==> config.mk <==
export PLATFORM = sky130hd
export DESIGN_NAME = pbb_front
export DESIGN_NICKNAME = d
export VERILOG_FILES = /design/src/hdl/pbb_pkg.sv /design/src/hdl/pbb_front.sv
export SDC_FILE = /design/constraint.sdc
export NUM_CORES = 1
export LEC_CHECK = 0
export BUFFER_PORTS_ARGS = -buffer_cell sky130_fd_sc_hd__buf_4
export CAP_MARGIN = 20
export CORE_ASPECT_RATIO = 0.5
export CORE_UTILIZATION = 55
export CTS_CLUSTER_DIAMETER = 200
export DETAILED_ROUTE_END_ITERATION = 8
export MAX_ROUTING_LAYER = met4
export PLACE_DENSITY_LB_ADDON = 0.1
export SYNTH_ARGS = -nofsm -noshare
export SYNTH_HDL_FRONTEND = slang
export SYNTH_SLANG_ARGS = --single-unit
==> constraint.sdc <==
create_clock -name clk -period 5.8 [get_ports clk]
set_input_delay 0.58 -clock clk [delete_from_list [all_inputs] [get_ports clk]]
set_output_delay 0.58 -clock clk [all_outputs]
set_load 0.01 [all_outputs]
==> src/hdl/pbb_pkg.sv <==
`default_nettype none
package pbb_pkg;

  localparam int MAX_SAMPLES = 1024;
  localparam int MAX_EDGES   = 16;
  localparam int MULT_BITS   = 16;
  localparam int MAX_BINS    = MAX_EDGES - 1;
  localparam int ADDR_BITS   = $clog2(MAX_SAMPLES);
  localparam int CNT_BITS    = $clog2(MAX_SAMPLES + 1);
  localparam int QDEPTH      = 4;
  localparam int QPTR_BITS   = $clog2(QDEPTH);

  typedef enum logic [1:0] {
    CMD_ADD      = 2'd0,
    CMD_BUILD    = 2'd1,
    CMD_CLASSIFY = 2'd2,
    CMD_NONE     = 2'd3
  } cmd_t;

  typedef enum logic [1:0] {
    REG_EDGE_COUNT = 2'd0,
    REG_EDGE_A     = 2'd1,
    REG_EDGE_B     = 2'd2,
    REG_NONE       = 2'd3
  } reg_idx_t;

  typedef struct packed {
    logic [1:0]  cmd;
    logic [15:0] multiplicity;
  } in_item_t;

  typedef struct packed {
    logic        kind;
    logic [3:0]  bin_index;
    logic        found;
    logic [6:0]  pct_low;
    logic [6:0]  pct_high;
    logic [7:0]  pct_mid_twice;
    logic [15:0] bound_high;
    logic [15:0] bound_low;
    logic        sample_overflow;
    logic        last;
  } out_item_t;

  // decoded command handed from front to back
  typedef struct packed {
    cmd_t        cmd;
    logic [15:0] value;
  } job_t;

  typedef enum logic [3:0] {
    ST_IDLE,
    ST_SORT_RD,
    ST_SORT_CMP,
    ST_SORT_SHIFT,
    ST_SORT_PUT,
    ST_BIN_IDX,
    ST_BIN_MUL,
    ST_BIN_DIV,
    ST_BIN_RD,
    ST_BIN_EMIT,
    ST_CLS_SCAN,
    ST_CLS_EMIT
  } state_t;

endpackage
`default_nettype wire

==> src/hdl/pbb_front.sv <==
`default_nettype none
module pbb_front import pbb_pkg::*; (
  input  wire      clk,
  input  wire      rst,
  input  wire      in_valid,
  output logic     in_ready,
  input  in_item_t in_data,
  output logic     q_valid,
  input  wire      q_ready,
  output job_t     q_data
);

  job_t                 q_mem [QDEPTH];
  logic [QPTR_BITS-1:0] wr_ptr, rd_ptr;
  logic [QPTR_BITS:0]   fill;
  logic                 push, pop;
  job_t                 job;

  // decode the incoming command; CMD_NONE items are accepted but never queued
  always_comb begin
    job.cmd   = cmd_t'(in_data.cmd);
    job.value = in_data.multiplicity;
  end

  assign in_ready = (fill != (QPTR_BITS+1)'(QDEPTH));
  assign push     = in_valid && in_ready && (job.cmd != CMD_NONE);
  assign q_valid  = (fill != '0);
  assign pop      = q_valid && q_ready;
  assign q_data   = q_mem[rd_ptr];

  always_ff @(posedge clk) begin
    if (push) q_mem[wr_ptr] <= job;
    if (rst) begin
      wr_ptr <= '0;
      rd_ptr <= '0;
      fill   <= '0;
    end else begin
      if (push) wr_ptr <= wr_ptr + 1'b1;
      if (pop)  rd_ptr <= rd_ptr + 1'b1;
      fill <= fill + (QPTR_BITS+1)'(push) - (QPTR_BITS+1)'(pop);
    end
  end

endmodule
`default_nettype wire

Word level (Yosys, flattened, before mapping)
Memory sizes are Yosys's and may differ from the RTL's. A register that Yosys moved wholly into a read port is not among the register bits.
Cells that the tools add are included.
Cells by class
  muxes and demuxes: 4
  $add $sub $neg: 4
  reduce and logical (&&, ||, !) cells: 4
  eq/ne operators: 2
Operator list (count)
  adder 2 x 1 -> 2 bit, second input constant: 2
  two-way mux 2 bit: 2
  adder 3 x 1 -> 3 bit: 1
  logical AND 1 bit: 3
  != test 3 bit, second input constant: 1
  nonzero test 3 bit: 1
  subtractor 3 x 1 -> 3 bit: 1
  two-way mux 1 bit: 2
  != test 2 bit, second input constant: 1
Word-level totals
  memory bits (writable): 72
  flip-flop bits (word level): 7
  memories kept: 1
  input port bits: 22
  output and inout port bits: 20
  logic and storage cells: 18
Memory list
  q_mem: depth 4, width 18, read ports 1, clocked after memory_dff 1, wr ports 1, RTL line pbb_front.sv:13  | job_t q_mem [QDEPTH];

Depth between registers and ports, before layout
  depth in word-level cells: 5
  gate-level depth with buffers: 11
  depth with buffers taken out: 11

Least setup slack after synthesis
No wires, ideal clock.
  path kind: input -> register
  start: input in_data[16] (netlist bit)
  end: register fill[2]
  cell stages on the path: 10
  buffers on the path: 0
  arrival time: 2.308 ns
  path slack: 3.414 ns
  data required time: 5.722 ns
  cells stage by stage: a221oi_4 -> inv_1 -> ha_1 -> inv_1 -> ha_1 -> inv_1 -> fa_1 -> xor2_1 -> and2_2 -> nor3_1
Between the ends
  longest elaborated chain between the ends: 4
RTL lines
  from (decl): RTL line pbb_front.sv:7  | input in_item_t in_data,
  != test 2 bit: RTL line pbb_front.sv:26  | assign push = in_valid && in_ready && (job.cmd != CMD_NONE);
  logical AND 1 bit: RTL line pbb_front.sv:26
  adder 3 x 1 -> 3 bit: RTL line pbb_front.sv:40  | fill <= fill + (QPTR_BITS+1)'(push) - (QPTR_BITS+1)'(pop);
  subtractor 3 x 1 -> 3 bit: RTL line pbb_front.sv:40
  to (signal assigned): RTL line pbb_front.sv:40
  to (decl): RTL line pbb_front.sv:15  | logic [QPTR_BITS:0] fill;
Every way passes these cells.
A chain may end at the register's enable or synchronous reset.

Worst setup path in the final report
  start: register fill[1]
  end: register fill[2]
Between the ends
  longest elaborated chain between the ends: 5
  elaborated cells between the ends (all ways): 7
RTL lines
  != test 3 bit: RTL line pbb_front.sv:25  | assign in_ready = (fill != (QPTR_BITS+1)'(QDEPTH));
  logical AND 1 bit (2 in series): RTL line pbb_front.sv:26
  adder 3 x 1 -> 3 bit: RTL line pbb_front.sv:40
  subtractor 3 x 1 -> 3 bit *: RTL line pbb_front.sv:40
Mark *: on every way between the ends. The rest lies on a longest branch, timed or not.

==> summary.md <==
| Metric | Value |
|---|---|
| Status | complete, no violations |
| Final setup fails | 0 |
| Via density | between 5 and 6 |
| Endpoints failing hold | 0 |
| Chip width | about 110 um |
| Setup slack after layout | about 3.3 ns |
| Pwr Density | roughly 460 mW/mm^2 |
| Iter 0 DRT Violations | between 50 and 60 |
| H-tree levels | 3 |
| Synth warn | 0 |
| CP peak stage delay | between 0.4 and 0.5 ns |
| Crit path max fanout | 7 |
| Worst path required time | just over 6 ns |
| Setup CP Type | flop to flop |
| Grt ovf | 0 |
| Synth Register Bits | 81 |
| Via count | 1424 |
| Largest net degree at the start of global routing | 19 |
| Comb power frac | 0.226 |
| Port Buffer Count | approximately 40 |
| Gpl congestion | 0.672 |
| Worst hold endpoint | q_mem[3][4]$_DFFE_PP_ |
| GRT Util Overall | 0.192 |
| Met2 wire len | 2330 um |
| Vias in the first global route | approximately 1500 |
| Top layer reached by signal wires | met4 |
| Syn Inst Count | around 140 |
| Sw Pwr | 425 uW |
| Clock slew at reported path FFs | approximately 0.06 ns |
| Post-route ant nets | 0 |
| Largest cells by area after synthesis | edfxtp_1 (70%), mux4_2 (13%), dfxtp_1 (5.8%) |
| Final min period | 2.48 ns |
| Hold WS | 0.448 ns |
| Period utilization | 0.428 |
| CTS root buf | clkbuf_16 |
| DP HPWL | approximately 2800 um |
| Cell Int Power | ~1.3 mW |
| Synth top area share | 0.697 |
| RR Startpoint | fill[1]$_SDFF_PP0_ |
| RSZ-0062 raised after global routing | false |
| Peak VDD IR | roughly 0.00027 V |
| Die Ht | around 55 um |
| Clock power share | 0.354 |
| Synth unique cells | 25 |
| Most frequent cell on the critical path | inv_1 |
| Post-cts sizing count | 0 |
| Clk sinks | 81 |
| Bufs on Longest Clock Path | 2 |
| Drt drc | 0 |
| Worst path arrival time | between 2 and 3 ns |
| Final wirelength | between 4000 and 5000 um |
| Cell Area, Synth | around 0.0031 mm^2 |
| Min-delay worst type | input pin to flop |
| Io pins | 42 |
| Least-Margin Pin Slew | approximately 0.89 ns |
| Post-place setup slack | just over 3 ns |
| Cells on worst reg2reg path | 11 |
| Seq pwr share | 0.420 |
| Total negative slack | 0 ns |
| Hold Path Origin | in_data[4] |
| Core ar. | between 0.005 and 0.006 mm^2 |
| Fmax | 403 MHz |
| Worst setup EP type | flop |
| Crit path cell chain | nor2_2 > a221oi_4 > inv_1 > ha_1 > inv_1 > ha_1 > inv_1 > fa_1 > xor2_1 > and2_2 > nor3_1 |
| Syn Area/Cell | ~22 um^2 |
| Most common cell after layout, fill and taps aside | edfxtp_1 |
| CP top delay family | adder cells |
| Sequential fraction of the synthesis area | 0.755 |
| R2r endpoint | fill[2]$_SDFF_PP0_ |
| Hold path depth | 1 |
| Net count, final | between 200 and 250 |
| Die area | 0.00596 mm^2 |
| TritonCTS Buffers | 9 |
| Critical Path Start Type | flop |
| Cts hold-fix bufs | 0 |
| Initial antenna violation count | 0 |
| CTS tree | built |
| Critical-path top delay cell | dfxtp_1 |
| Final Slew Violations | 0 |
| Global-route wire length before repair | around 7300 um |
| DR pass1 iterations | 4 |
| Layout Skew | approximately 0.0038 ns |
| Final core utilization | 0.735 |
| Starting Density | 0.599 |
| Sw Ratio | 0.241 |
| Drt wl/cell | 17.8 um |
| Clock Latency Late Sink | between 0.3 and 0.4 ns |
| Max Cap Viol | 0 |
| Row count | 18 |
| Slew Limit Headroom | 0.406 |
| FF-to-FF setup slack | 3.32 ns |
| Share of layout cells above drive strength 1 | 0.426 |
| Synth-to-Final Area Change | 22.6% |
| Worst path bufs/invs | 3 |
| Worst Setup SP | fill[1]$_SDFF_PP0_ |
| Number of diodes | 0 |
| Yosys top cell by area | edfxtp_1 |
| Met3 wire length | just over 200 um |
| Synth Net Count | between 150 and 200 |
| Most frequent cells in the layout | edfxtp_1 (72), buf_4 (42), mux4_2 (18) |
| Routed met1 length | roughly 2100 um |
| Leak Pwr | approximately 1.3 nW |
| Post-CTS Setup Bufs | 0 |
-- Yosys cell counts --
cell      count
ha_1          6
xor2_1        2
fa_1          1
nor2_2        1
nor2_1        7
and2_2        5
nor3_1        1
nand2b_1      2
inv_1         6
o311ai_0      1
dfxtp_1       9
buf_6         2
mux2i_1       1
buf_2         1
mux4_2       18
a221oi_4      1
nand2_1       1
or3_2         1
mux2_4        1
edfxtp_1     72
nor2b_1       1
clkbuf_1      1
o31a_2        1
xnor2_1       1
clkbuf_2      1
-- registers in the layout, indices dropped and copies added, names as in the netlist, named ones only --
signal  cells
rd_ptr      2
q_mem      72
fill        3
wr_ptr      2
-- power by group through the flow --
| stage | clock [mW] | combinational, mW | sequential (mW) |
|---|---|---|---|
| final | 0.624 | 0.399 | 0.741 |
| after global routing | 0.651 | 0.440 | 0.748 |
| after CTS | 0.635 | 0.410 | 0.743 |
| after detailed placement | 0 | 0.406 | 0.754 |
| after global placement | 0 | 0.403 | 0.752 |
| after floorplan | 0 | 0.275 | 0.736 |
-- stage by stage --
step / instances / power [mW] / instance area (um^2)
final: 267 / 1.76 / 3800
after global routing: 267 / 1.84 / 3800
after CTS: 267 / 1.79 / 3800
after detailed placement: 251 / 1.16 / 3470
after global placement: 251 / 1.16 / 3470
after floorplan: 144 / 1.01 / 3100
-- worst max-delay path by stage --
stage / cells past startpoint / end / slack [ns]
2_1_floorplan: 10 / fill[2]$_SDFF_PP0_ / 3.41
3_3_place_gp: 11 / fill[2]$_SDFF_PP0_ / 3.19
3_5_place_dp: 11 / fill[2]$_SDFF_PP0_ / 3.11
4_1_cts: 11 / fill[2]$_SDFF_PP0_ / 3.31
5_1_grt: 11 / fill[2]$_SDFF_PP0_ / 3.15
6_report: 11 / fill[2]$_SDFF_PP0_ / 3.32
-- logic make-up (layout without fill, tap and decap cells) --
group | after synthesis | count (layout) | share of synthesized area
buffers and inverters | 11 | 64 | 0.0189
xor gates and xnor gates | 3 | 3 | 0.00847
and+or+nand+nor | 19 | 19 | 0.0339
DFF | 81 | 81 | 0.755
AOI/OAI and AO/OA | 3 | 3 | 0.0145
muxes | 20 | 20 | 0.139
adders and majority gates | 7 | 7 | 0.0306
-- layout make-up --
cell class,instances,area (um^2)
Clock buffer,10,229
Inverter,6,22.5
Tap cell,70,87.6
Timing Repair Buffer,42,315
Sequential cell,81,2340
Multi-Input combinational cell,52,702
Clock inverter,6,106
Fill cell,315,1380
-- routing by layer --
layer / vias up / GRT usage
li1: 665 / -
met1: 720 / 0.216
met2: 31 / 0.315
met3: 8 / 0.0632
met4: 0 / 0.107
met5: - / -
(Power assumes the default switching activity.)
